--- src/fpa_pkg.sv ---
// fixed_point_alu package: opcodes, widths and shared types
// used by every module of the fixed-point ALU
package fpa_pkg;
    localparam int DATA_W      = 32;
    localparam int OP_W        = 4;
    localparam int FRAC_BITS_D = 8;

    localparam logic [OP_W-1:0] OP_ADD  = 4'd0;
    localparam logic [OP_W-1:0] OP_SUB  = 4'd1;
    localparam logic [OP_W-1:0] OP_MUL  = 4'd2;
    localparam logic [OP_W-1:0] OP_DIV  = 4'd3;
    localparam logic [OP_W-1:0] OP_CMP  = 4'd4;
    localparam logic [OP_W-1:0] OP_MIN  = 4'd5;
    localparam logic [OP_W-1:0] OP_MAX  = 4'd6;
    localparam logic [OP_W-1:0] OP_INC  = 4'd7;
    localparam logic [OP_W-1:0] OP_DEC  = 4'd8;
    localparam logic [OP_W-1:0] OP_FINT = 4'd9;
    localparam logic [OP_W-1:0] OP_TINT = 4'd10;

    // per-beat side info carried down the pipeline
    typedef struct packed {
        logic [OP_W-1:0]   op;
        logic [DATA_W-1:0] simple;   // result of the combinational ops
        logic              lt;
        logic              eq;
        logic              gt;
        logic              dz;
    } t_side;
endpackage

--- src/fpa_div.sv ---
// fixed_point_alu divider: restoring division of the magnitudes, four
// quotient bits per pipeline stage; depends on fpa_pkg
module fpa_div import fpa_pkg::*; #(
    parameter int FRAC_BITS = FRAC_BITS_D
) (
    input  logic                     i_clk,
    input  logic                     i_en,
    input  logic signed [DATA_W-1:0] i_a,
    input  logic signed [DATA_W-1:0] i_b,
    output logic        [DATA_W-1:0] o_q
);
    localparam int NW  = DATA_W + FRAC_BITS;   // numerator magnitude bits
    localparam int BPS = 4;                     // quotient bits per stage
    localparam int NST = (NW + BPS - 1) / BPS;
    localparam int TW  = NST * BPS;

    logic [TW-1:0]     r_num [NST+1];
    logic [DATA_W:0]   r_rem [NST+1];
    logic [DATA_W-1:0] r_den [NST+1];
    logic              r_neg [NST+1];

    logic [NW-1:0] n_mag;
    always_comb begin
        n_mag = i_a[DATA_W-1] ? NW'(-{{FRAC_BITS{i_a[DATA_W-1]}}, i_a}) : NW'(i_a);
        n_mag = NW'(n_mag << FRAC_BITS);
    end

    always_ff @(posedge i_clk) begin
        if (i_en) begin
            r_num[0] <= TW'(n_mag);
            r_rem[0] <= '0;
            r_den[0] <= i_b[DATA_W-1] ? DATA_W'(-i_b) : DATA_W'(i_b);
            r_neg[0] <= i_a[DATA_W-1] ^ i_b[DATA_W-1];
        end
    end

    for (genvar s = 0; s < NST; s++) begin : g_st
        logic [TW-1:0]   n_num;
        logic [DATA_W:0] n_rem;
        always_comb begin
            n_num = r_num[s];
            n_rem = r_rem[s];
            for (int k = 0; k < BPS; k++) begin
                n_rem = {n_rem[DATA_W-1:0], n_num[TW-1]};
                n_num = {n_num[TW-2:0], 1'b0};
                if (n_rem >= {1'b0, r_den[s]}) begin
                    n_rem = n_rem - {1'b0, r_den[s]};
                    n_num[0] = 1'b1;
                end
            end
        end
        always_ff @(posedge i_clk) begin
            if (i_en) begin
                r_num[s+1] <= n_num;
                r_rem[s+1] <= n_rem;
                r_den[s+1] <= r_den[s];
                r_neg[s+1] <= r_neg[s];
            end
        end
    end

    logic [DATA_W-1:0] w_q;
    assign w_q = r_num[NST][DATA_W-1:0];
    assign o_q = r_neg[NST] ? DATA_W'(-w_q) : w_q;
endmodule

--- config.mk ---
export PLATFORM = sky130hd
export DESIGN_NAME = fpa_div
export DESIGN_NICKNAME = d
export VERILOG_FILES = /design/src/fpa_pkg.sv /design/src/fpa_div.sv
export SDC_FILE = /design/constraint.sdc
export NUM_CORES = 2
export LEC_CHECK = 0
export BUFFER_PORTS_ARGS = -buffer_cell sky130_fd_sc_hd__buf_2
export CAP_MARGIN = 40
export CORE_AREA = 8 8 401 403
export DETAILED_ROUTE_END_ITERATION = 16
export DIE_AREA = 0 0 409 411
export GPL_TIMING_DRIVEN = 0
export PLACE_DENSITY_LB_ADDON = 0.25
export SKIP_LAST_GASP = 1
export SLEW_MARGIN = 20
export SYNTH_ARGS = -nofsm -noshare
export SYNTH_HDL_FRONTEND = slang
export SYNTH_SLANG_ARGS = --single-unit
export TNS_END_PERCENT = 20
--- constraint.sdc ---
create_clock -name i_clk -period 31.4 [get_ports i_clk]
set_input_delay 4.71 -clock i_clk [delete_from_list [all_inputs] [get_ports i_clk]]
set_output_delay 4.71 -clock i_clk [all_outputs]
set_load 0.01 [all_outputs]
# == Word level (Yosys, flattened, before mapping) ==
# Memory sizes are Yosys's and may differ from the RTL's.
# Cells that the tools add are included.
# word_totals
regBits,0
ram_bits,1166
in_bits,66
output_inout_bits,32
word_cells,173
n_memories,4
# classes
addsub,43
n_lt_le_gt_ge,40
n_mux,85
bitwise_logic,1
# mem_list
name,depth,word_bits,rd,rd_ports_with_merged_regs,wr,line,rtl
r_num,11,40,11,0,11,fpa_div.sv:17,logic [TW-1:0] r_num [NST+1];
r_rem,11,33,10,0,11,fpa_div.sv:18,logic [DATA_W:0] r_rem [NST+1];
r_den,11,32,10,0,11,fpa_div.sv:19,logic [DATA_W-1:0] r_den [NST+1];
r_neg,11,1,11,0,11,fpa_div.sv:20,logic r_neg [NST+1];
# op_table
cell,count
$ge 33x32->1,40
$mux 32,33
$sub 32x32->32,30
$mux 33,10
$sub 33x32->33,10
$neg 32->32,3
$mux 1,42
$xor 1x1->1,1

# == Longest topological paths before layout ==
# An unclocked memory read counts as a cell.
# logic_depth
word_depth,9
ltp_mapped,65
mapped_depth_nobuf,57

# == Least setup slack after synthesis ==
# OpenSTA, ideal clock, no wires.
# synth_path
path_kind,register -> register
from,memory r_den[4][1]
to,"memory r_rem[5][24] (netlist bit), data pin"
t_arrival_ns,13.195
path_slack_ns,17.945
stages_incl_launch_ff,58
n_path_buf,7
synth_period_minus_slack_ns,13.455
path_cell_list,edfxtp_1 -> inv_1 -> ha_1 -> nor2b_1 -> o31ai_1 -> a21oi_1 -> o21ai_1 -> and4_1 -> o21ai_1 -> a31oi_1 -> clkbuf_1 -> buf_1 -> mux2_2 -> ha_1 -> o21a_1 -> o31a_1 -> o211ai_1 -> a21oi_1 -> [22 not listed] -> clkbuf_1 -> a21oi_1 -> ha_1 -> nor2b_1 -> o21ai_0 -> a21boi_0 -> or2_2 -> a31o_2 -> a41oi_1 -> a21oi_1 -> o32a_1 -> a2111oi_0 -> a21oi_1 -> a211oi_1 -> o21ai_0 -> nor2_1 -> buf_2 -> mux2_2
# synth_rtl
element,line
"start, declared",fpa_div.sv:19
"end, declared",fpa_div.sv:18

==> results.py <==
metrics = {
    "cells_and_area": {
        "area_delta_synth_final_pct": 6.59,
        "layout.nets": 13036,
        "n_fill_cell": 12220,
        "drive_above_1_share_pct": 8.63,
    },
    "sta": {
        "fmax_ghz": 0.0551,
        "skew_ns": 0.0586,
        "tightest_slew_ns": 0.903,
        "rsz0062_at_grt": "false",
        "finalCritPeriodShare_pct": 57.8,
        "fin_tns_setup_ns": 0,
        "setup_viol_count_final": 0,
        "finalHoldViolations": 0,
        "slew_headroom_pct": 39.2,
        "drv_slew": 0,
        "fin_crit_ns": 18.14,
    },
    "logic_synthesis": {
        "synthArstFlopShare_pct": 0,
        "synth.yosys.seq_area_share_pct": 26.9,
        "yosys_most_used_dff": "edfxtp_1",
        "synthTopCellsByArea": "edfxtp_1 27%, ha_1 15%, xnor2_1 6.7%",
        "netlist_instances": 11475,
        "yosysWarnings": 0,
        "synth.distinct_cells": 96,
        "yosysMostFrequentCell": "ha_1",
        "synth_top_area_share_pct": 26.9,
        "synth.avg_cell_area_sq_um": 8.83,
        "yosysTopAreaCell": "edfxtp_1",
        "synth_seq_cells": 907,
        "syn-cell-area_sq_um": 101000,
        "syn-num-nets": 12821,
        "ys_top_cells_by_count": "1,247 x ha_1, 1,118 x a21oi_1, 907 x edfxtp_1",
        "synth_edf_count": 907,
    },
    "placement": {
        "post-dp-hpwl_um": 264000,
        "portBuffers": 97,
        "routabilityCongestion": 1.03,
    },
    "setup_path": {
        "slowest_delay_ns": 0.76,
        "crit_type": "flip-flop to flip-flop",
        "crit_required_ns": 31.85,
        "path_common_cell": "o21ai_0",
        "cp_slowest_cell": "o221ai_1",
        "cp.arrival_ns": 18.59,
        "crit_fanout": 10,
        "crit_path_end_kind": "flip-flop",
        "cp-start-kind": "flip-flop",
    },
    "run": {
        "drv_cap": 0,
    },
    "floorplanning": {
        "io_pins": 98,
        "initial_core_util_pct": 65.5,
        "die_area_sq_um": 168000,
        "die_x_um": 409,
        "rows": 145,
        "die_y_um": 411,
        "coreArea_sq_um": 155000,
    },
    "clock_network": {
        "cts_tree": "built",
        "hold_buffers": 0,
        "cts_max_level": 3,
        "clk_pin_slew_ns": 0.07,
        "cts_root_buf": "clkbuf_16",
        "clkLatencyLatePin_ns": 0.76,
        "cts-buffers-inserted": 98,
        "clock_path_buffers": 3,
        "ctsResizeCount": 0,
        "postCtsSetupBuffers": 0,
        "clock-sinks": 907,
    },
    "detailed_routing": {
        "routed_wirelength_um": 326000,
        "routed_via_density": 6.64,
        "drt_iter0_markers": 10159,
        "drt_first_pass_iters": 10,
        "wl_per_cell_um": 23.6,
        "via_count": 91838,
        "postRouteAntennaNets": 0,
        "drcViolationCount": 0,
    },
    "global_routing": {
        "grt.overflow.total": 0,
        "first_global_vias": 88414,
        "grt_pass1_wl_um": 494000,
        "antenna_found_initial": 15,
        "grt_use_total_pct": 36.8,
        "grt_max_degree": 160,
    },
    "min_path": {
        "hp-class": "flip-flop to flip-flop",
    },
    "outcome": {
        "status": "complete, no violations",
    },
}
-- sequential cells by signal, summed over array words and instances, names as in the netlist --
signal / count
r_rem: 288
r_num: 288
r_den: 320
r_neg: 11
-- area by class of cell --
cell class | count | area (sq um) | share of cell area, %
multi-input cells | 9584 | 70300 | 65.1
diodes | 3 | 7.51 | 0.00695
clock inverters | 71 | 852 | 0.789
inverters | 746 | 2800 | 2.59
repair buffers | 115 | 748 | 0.693
flip-flops and latches | 907 | 27200 | 25.2
clock buffers | 110 | 2500 | 2.31
well taps | 2058 | 2570 | 2.38
plain buffers | 238 | 980 | 0.907
-- layout by cell type (no fill, tap or decap), types with 176 or more instances in the layout --
cell type and count:
a21o_1 560, a21oi_1 1118, edfxtp_1 907, ha_1 1247, inv_1 737, mux2_2 583
nand2_1 830, nand3_1 212, nand4_1 176, nor2_1 725, nor2b_1 188, o21ai_0 805
xnor2_1 778, xor2_1 331
-- kinds of logic after synthesis --
family          synth area share (%)
flops                           26.9
simple gates                    13.9
fa+ha+maj                       16.0
xor+xnor                        9.59
compound gates                  22.6
buf+inv                         3.73
mux                             7.27
-- stage by stage --
| step | worst slack, ns | cell area [sq um] | hold slack [ns] | util [%] | std cells |
|---|---|---|---|---|---|
| 2_1_floorplan | 17.95 | 101000 | 0.400 | - | 11475 |
| 3_3_place_gp | 12.10 | 104000 | 0.401 | 67.5 | 13630 |
| 3_5_place_dp | 13.93 | 105000 | 0.405 | 67.6 | 13642 |
| 4_1_cts | 13.80 | 108000 | 0.392 | 69.8 | 13823 |
| 5_1_grt | 12.33 | 108000 | 0.407 | 69.8 | 13829 |
| 6_report | 13.26 | 108000 | 0.393 | 69.8 | 13832 |
-- routing by layer --
layer	part of all wire [%]	wire, um	track usage, %
met5	0.010	34	0
met1	38	123000	44.3
met3	8.1	26200	5.01
met4	8.3	27000	25.9
met2	46	149000	60.9
-- worst max-delay path, delay by kind of cell (launching register included) --
kind | cells | cell delay (ns)
buf+inv | 12 | 4.74
fa+ha+maj | 4 | 1.34
compound gates | 34 | 8.87
simple gates | 13 | 2.10
flops | 1 | 0.70
-- worst paths after layout --
kind | end | cells after the start | from | slack (ns)
worst max-delay path | r_rem[6][6]$_DFFE_PP_ | 63 | r_den[5][1]$_DFFE_PP_ | 13.26
worst min-delay path | r_num[9][26]$_DFFE_PP_ | 0 | r_num[8][22]$_DFFE_PP_ | 0.39
worst max register to register | r_rem[6][6]$_DFFE_PP_ | 63 | r_den[5][1]$_DFFE_PP_ | 13.26
worst min register to register | r_num[9][26]$_DFFE_PP_ | 0 | r_num[8][22]$_DFFE_PP_ | 0.39
Power is left out: the tool's default activity adds up to more than one toggle a clock period on the data nets, which glitch-free logic cannot reach.
