<file path="src/fpa_pkg.sv">
// fixed_point_alu package: opcodes, widths and shared types
// used by every module of the fixed-point ALU
package fpa_pkg;
    localparam int DATA_W      = 32;
    localparam int OP_W        = 4;
    localparam int FRAC_BITS_D = 8;

    localparam logic [OP_W-1:0] OP_ADD  = 4'd0;
    localparam logic [OP_W-1:0] OP_SUB  = 4'd1;
    localparam logic [OP_W-1:0] OP_MUL  = 4'd2;
    localparam logic [OP_W-1:0] OP_DIV  = 4'd3;
    localparam logic [OP_W-1:0] OP_CMP  = 4'd4;
    localparam logic [OP_W-1:0] OP_MIN  = 4'd5;
    localparam logic [OP_W-1:0] OP_MAX  = 4'd6;
    localparam logic [OP_W-1:0] OP_INC  = 4'd7;
    localparam logic [OP_W-1:0] OP_DEC  = 4'd8;
    localparam logic [OP_W-1:0] OP_FINT = 4'd9;
    localparam logic [OP_W-1:0] OP_TINT = 4'd10;

    // per-beat side info carried down the pipeline
    typedef struct packed {
        logic [OP_W-1:0]   op;
        logic [DATA_W-1:0] simple;   // result of the combinational ops
        logic              lt;
        logic              eq;
        logic              gt;
        logic              dz;
    } t_side;
endpackage

</file>
<file path="src/fpa_mul.sv">
// fixed_point_alu pipelined multiplier: four 16x16 partial products
// then sum and shift; depends on fpa_pkg
module fpa_mul import fpa_pkg::*; #(
    parameter int FRAC_BITS = FRAC_BITS_D
) (
    input  logic                     i_clk,
    input  logic                     i_en,
    input  logic signed [DATA_W-1:0] i_a,
    input  logic signed [DATA_W-1:0] i_b,
    output logic        [DATA_W-1:0] o_p
);
    // a*b split as (ah*2^16+al)*(bh*2^16+bl), ah/bh signed
    logic signed [33:0] r_hh, r_hl, r_lh;
    logic        [31:0] r_ll;
    logic signed [63:0] r_sum;

    always_ff @(posedge i_clk) begin
        if (i_en) begin
            r_hh <= 34'($signed(i_a[31:16]) * $signed(i_b[31:16]));
            r_hl <= 34'($signed(i_a[31:16]) * $signed({1'b0, i_b[15:0]}));
            r_lh <= 34'($signed(i_b[31:16]) * $signed({1'b0, i_a[15:0]}));
            r_ll <= 32'(i_a[15:0] * i_b[15:0]);
            r_sum <= (64'(r_hh) <<< 32) + (64'(r_hl) <<< 16) + (64'(r_lh) <<< 16)
                     + $signed({32'd0, r_ll});
        end
    end
    assign o_p = r_sum[FRAC_BITS +: DATA_W];
endmodule

</file>
<file path="config.mk">
export PLATFORM = sky130hd
export DESIGN_NAME = fpa_mul
export DESIGN_NICKNAME = d
export VERILOG_FILES = /design/src/fpa_pkg.sv /design/src/fpa_mul.sv
export SDC_FILE = /design/constraint.sdc
export NUM_CORES = 2
export LEC_CHECK = 0
export BUFFER_PORTS_ARGS = -buffer_cell sky130_fd_sc_hd__buf_2
export CELL_PAD_IN_SITES_DETAIL_PLACEMENT = 2
export CELL_PAD_IN_SITES_GLOBAL_PLACEMENT = 2
export CORE_UTILIZATION = 38
export DETAILED_ROUTE_END_ITERATION = 8
export PLACE_DENSITY_LB_ADDON = 0.1
export SYNTH_ARGS = -nofsm -noshare
export SYNTH_HDL_FRONTEND = slang
export SYNTH_SLANG_ARGS = --single-unit
</file>
<file path="constraint.sdc">
create_clock -name i_clk -period 6.8 [get_ports i_clk]
set_input_delay 1.36 -clock i_clk [delete_from_list [all_inputs] [get_ports i_clk]]
set_output_delay 1.36 -clock i_clk [all_outputs]
set_load 0.05 [all_outputs]
</file>
# Word-level counts from Yosys, hierarchy flattened
# Index checks and enable logic that the tools add are counted.
# word_totals
inputBits,66
ff_bits,128
word_cells,12
# classes
n_addsub,3
multipliers,4
# ops
cell,n
adder 40 bit,2
multiplier 16 x 17 -> 24 bit,2
adder 40 x 33 -> 40 bit,1
multiplier 16 x 16 -> 32 bit,1
multiplier 16 x 16 -> 8 bit,1

# Depth between registers and ports, before layout
# logic_depth
word_depth,3
ltp_mapped,23
depth_no_buf,21

# Worst setup path after synthesis
# No wires, ideal clock.
# synth_timing
path_type,in2reg
startpoint,in i_a[13]
endpoint,"reg r_ll[25], data pin"
setup_time_ps,263
stages,21
t_required_ps,6537
path_slack_ps,-299
arrival_time_ps,6836
path_cell_list,clkbuf_1 -> clkbuf_1 -> nand2_1 -> fa_1 -> fa_1 -> inv_1 -> fa_1 -> fa_1 -> fa_1 -> inv_1 -> fa_1 -> inv_1 -> ha_1 -> a21o_1 -> a211o_1 -> a21oi_2 -> a41oi_2 -> a2111oi_4 -> nor2_2 -> o41ai_2 -> xnor2_1
# synth_between
elab_chain_cells,1
# synth_lines
element,line_no,rtl
"start, declared",fpa_mul.sv:8,"input logic signed [DATA_W-1:0] i_a,"
multiplier 16 x 16 -> 32 bit,fpa_mul.sv:22,r_ll <= 32'(i_a[15:0] * i_b[15:0]);
"end signal, assigned",fpa_mul.sv:22,
"end, declared",fpa_mul.sv:14,logic [31:0] r_ll;
# Every way passes these cells.
# A chain may end at the register's enable or synchronous reset.

# Worst setup path after layout
# layout_timing
startpoint,in i_b[1]
endpoint,"reg r_hl[12], data pin"
# layout_between
elab_chain_cells,1
# layout_lines
element,line_no,rtl
"start, declared",fpa_mul.sv:9,"input logic signed [DATA_W-1:0] i_b,"
multiplier 16 x 17 -> 24 bit,fpa_mul.sv:20,"r_hl <= 34'($signed(i_a[31:16]) * $signed({1'b0, i_b[15:0]}));"
"end signal, assigned",fpa_mul.sv:20,
"end, declared",fpa_mul.sv:13,"logic signed [33:0] r_hh, r_hl, r_lh;"
# Every way passes these cells.

==> reports/summary.log <==
[status] outcome finished clean
[sta] post-route minimum period 6.79 ns
[synthesis] number of synthesized register bits 112
[worst_setup_path] launch instance of the worst register-to-register path r_hl[1]$_DFFE_PP_
[worst_setup_path] delay of the slowest cell on the worst path 0.54 ns
[cts] clk root buf sky130_fd_sc_hd__clkbuf_16
[global_routing] antenna violations before repair 2
[finish] layout cells sized above 1 16.0%
[die] count of boundary I/O pins 98
[synthesis] post-synth design cell area 28,600 um2
[worst_hold_path] origin of the worst min-delay path r_ll[15]$_DFFE_PP_
[synthesis] leading post-synthesis cells by cell area sky130_fd_sc_hd__fa_1, sky130_fd_sc_hd__ha_1, sky130_fd_sc_hd__edfxtp_1
[drt] routed length on met3 1420 um
[synthesis] top-area cell type share of the netlist area 39.7%
[drt] number of design-rule violations left by the first detailed-router iteration 634
[worst_setup_path] Worst R2R Path Depth 12
[cts] CTS sink cnt 112
[sta] Clock Skews 0.0200 ns
[worst_setup_path] CP required 7.03 ns
[drt] Routed met2 length 50,500 um
[sta] slew at the pin with the worst max-slew slack 0.850 ns
[place] number of port buffers 97
[sta] Min Hold Slack 0.428 ns
[sta] worst slew margin relative to its limit 43.4%
[die] core footprint 74,400 um2
[drt] per-cell routed wire length 22.5 um
[cts] clock transition at the registers of the reported paths 0.08 ns
[drt] Post-Route WL 96,500 um
[synthesis] Post-Synthesis Net Count 3,955
[worst_setup_path] library cell contributing the largest single delay on the critical path sky130_fd_sc_hd__fa_2
[synthesis] post-synthesis area per instance 9.46 um2
[synthesis] EDFF count, synth 112
[sta] maximum clock rate 147 MHz
[worst_hold_path] depth of the worst hold-timing path 0
[finish] FF+latch area 3360 um2
[place] detailed-placement wirelength estimate 83,100 um
[finish] Area Overhead vs Synth 16.7%
[finish] combined area of the multi-input logic cells 22,500 um2
[place] number of placed cells counting well taps 4,244
[die] overall die height 276 um
[worst_setup_path] class of the most critical setup path input pin to flip-flop
[synthesis] total of warnings raised by yosys 0
[global_routing] aggregate global-route resource usage 26.0%
[drt] DR top layer met4
[die] Initial Utilization 38.4%
[cts] clock tree from TritonCTS built
[cts] total clock buffers created by CTS 9
[finish] nets@finish 4,245
[drt] via/cell ratio 4.95
[global_routing] number of global-route vias before repair 25,800
[worst_setup_path] maximum fanout count along the critical path 8
[worst_setup_path] Startpoint Class input pin
[drt] vias 21,200
[run] max_cap viols 0
[drt] Antenna Violating Nets Remaining 0
[worst_setup_path] r2r setup slk 3.06 ns
[sta] final cycle utilization of the critical path 99.8%
[sta] RSZ-0062 raised after global routing yes
[worst_setup_path] critical path data arrival time 7.02 ns
[synthesis] portion of the post-synthesis area used by sequential elements 11.8%
[sta] total of endpoints with negative setup slack in the final report 0
[synthesis] count of mapped cells out of synthesis 3,020
[worst_hold_path] Hold Crit Endpoint r_sum[15]$_DFFE_PP_
[sta] hold violation total from the final report 0
[cts] clock latency on the worst-skew pair 0.39 ns
[worst_setup_path] critical register-to-register path endpoint r_sum[39]$_DFFE_PP_
[sta] number of pins with negative max-slew slack in the final report 0
[synthesis] largest area contributor in the netlist sky130_fd_sc_hd__fa_1
[die] die boundary width 276 um
[worst_hold_path] hold crit path type flip-flop to flip-flop
[drt] length of routed wiring on met1 43,000 um
[finish] number of fillers in the final layout 7,915
[worst_setup_path] kind of end point of the critical path flip-flop
[synthesis] Synth Flop Type sky130_fd_sc_hd__edfxtp_1
[die] number of placement rows 100
[global_routing] global-route wire length before repair 152,000 um
[worst_setup_path] most prevalent standard cell on the critical path sky130_fd_sc_hd__buf_4
[cts] Max clock buf depth 2
[synthesis] Distinct cells, synth 59
[finish] fin cells 4,285
[cts] H-tree depth reported by CTS 3
[synthesis] Synth async-reset ratio 0%
[cts] hold_buf cts 0
[global_routing] largest net degree at the start of global routing 58
[global_routing] Overflow after GRT 0
[drt] DRC errors left 0
[drt] number of search-and-repair iterations in the first detailed-routing pass 5
[place] Final GP Congestion 0.869
[die] Total Die Area 76,300 um2
repair_timing:
item,CTS,global route
gates resized for setup,74,132
buffers inserted,13,13
pin swaps,20,64
endpoints found under the hold margin,0,0
setup endpoints to repair,23,25
worst max-delay path, delay by kind of cell:
kind	cells	cell delay [ns]
AOI/OAI and AO/OA	4	0.41
and+or+nand+nor	3	0.43
buffers and inverters	15	1.85
adders and majority gates	7	2.95
sequential cells by signal, summed over array words and instances, names as in the netlist:
signal,count
r_hh,8
r_hl,24
r_lh,24
r_ll,24
r_sum,32
synthesized netlist by cell type (16+ instances only):
| cell type | count |
|---|---|
| sky130_fd_sc_hd__nor2_1 | 64 |
| sky130_fd_sc_hd__nand2_1 | 358 |
| sky130_fd_sc_hd__clkbuf_1 | 132 |
| sky130_fd_sc_hd__a21oi_1 | 44 |
| sky130_fd_sc_hd__ha_1 | 302 |
| sky130_fd_sc_hd__nand3_1 | 19 |
| sky130_fd_sc_hd__inv_1 | 704 |
| sky130_fd_sc_hd__o21a_1 | 21 |
| sky130_fd_sc_hd__and2_1 | 396 |
| sky130_fd_sc_hd__o21ai_0 | 26 |
| sky130_fd_sc_hd__edfxtp_1 | 112 |
| sky130_fd_sc_hd__nor3_1 | 20 |
| sky130_fd_sc_hd__a21o_1 | 19 |
| sky130_fd_sc_hd__nand2b_1 | 16 |
| sky130_fd_sc_hd__fa_1 | 567 |
| sky130_fd_sc_hd__xnor2_1 | 98 |
| sky130_fd_sc_hd__xor2_1 | 24 |
stage by stage:
stage / cell area, um2 / setup TNS (ns) / setup slack (ns) / util, %
2_1_floorplan: 28800 / 0 / 0.00203 / -
3_3_place_gp: 32200 / -10.66 / -0.535 / 43.2
3_5_place_dp: 32200 / -16.50 / -0.714 / 43.2
4_1_cts: 32800 / 0 / 0.00507 / 44.0
5_1_grt: 33300 / -0.792 / -0.153 / 44.8
6_report: 33400 / 0 / 0.0102 / 44.8
per-layer routing:
metal | global-route usage, % | up-vias
met4 | 4.56 | 0
met5 | 0 | -
met1 | 33.8 | 11300
met3 | 1.48 | 79
met2 | 48.2 | 199
li1 | - | 9564
worst max path at each step:
stage | cells past startpoint | end | from
after floorplan | 21 | r_ll[30]$_DFFE_PP_ | i_a[12]
after global placement | 21 | r_ll[30]$_DFFE_PP_ | i_b[2]
after detailed placement | 21 | r_ll[30]$_DFFE_PP_ | i_b[2]
after CTS | 23 | r_hl[22]$_DFFE_PP_ | i_b[8]
after global routing | 30 | r_hl[12]$_DFFE_PP_ | i_b[1]
final | 29 | r_hl[12]$_DFFE_PP_ | i_b[1]
logic make-up (layout without fill, tap and decap cells):
group	Yosys count	count (layout)	synth area share, %
AO/OA/AOI/OAI	172	172	4.44
XOR/XNOR	122	122	3.74
adder cells (fa/ha/maj)	869	869	53.0
buffers and inverters	836	1130	11.0
flip-flops	112	112	11.8
other	0	2	0
AND/OR/NAND/NOR	909	909	16.1
layout by cell type, fill, tap and decap left out, drive strengths merged, types with 28 or more instances in the layout:
master  Yosys  routed
xnor2      98      98
nor2       65      65
buf         0     407
nand2     358     358
edfxtp    112     112
o21ai      28      28
and2      396     396
a21oi      45      45
fa        567     567
ha        302     302
inv       704     707
area by class of cell:
type | count | share of cell area (%)
Clock inverter | 6 | 0.158
Multi-Input combinational cell | 2072 | 67.4
Sequential cell | 112 | 10.1
Inverter | 704 | 7.92
Clock buffer | 9 | 0.675
Tap cell | 969 | 3.64
Timing Repair Buffer | 411 | 10.1
Antenna cell | 2 | 0.0150
Power is left out: the tool's default activity adds up to more than one toggle a clock period on the data nets, which glitch-free logic cannot reach.
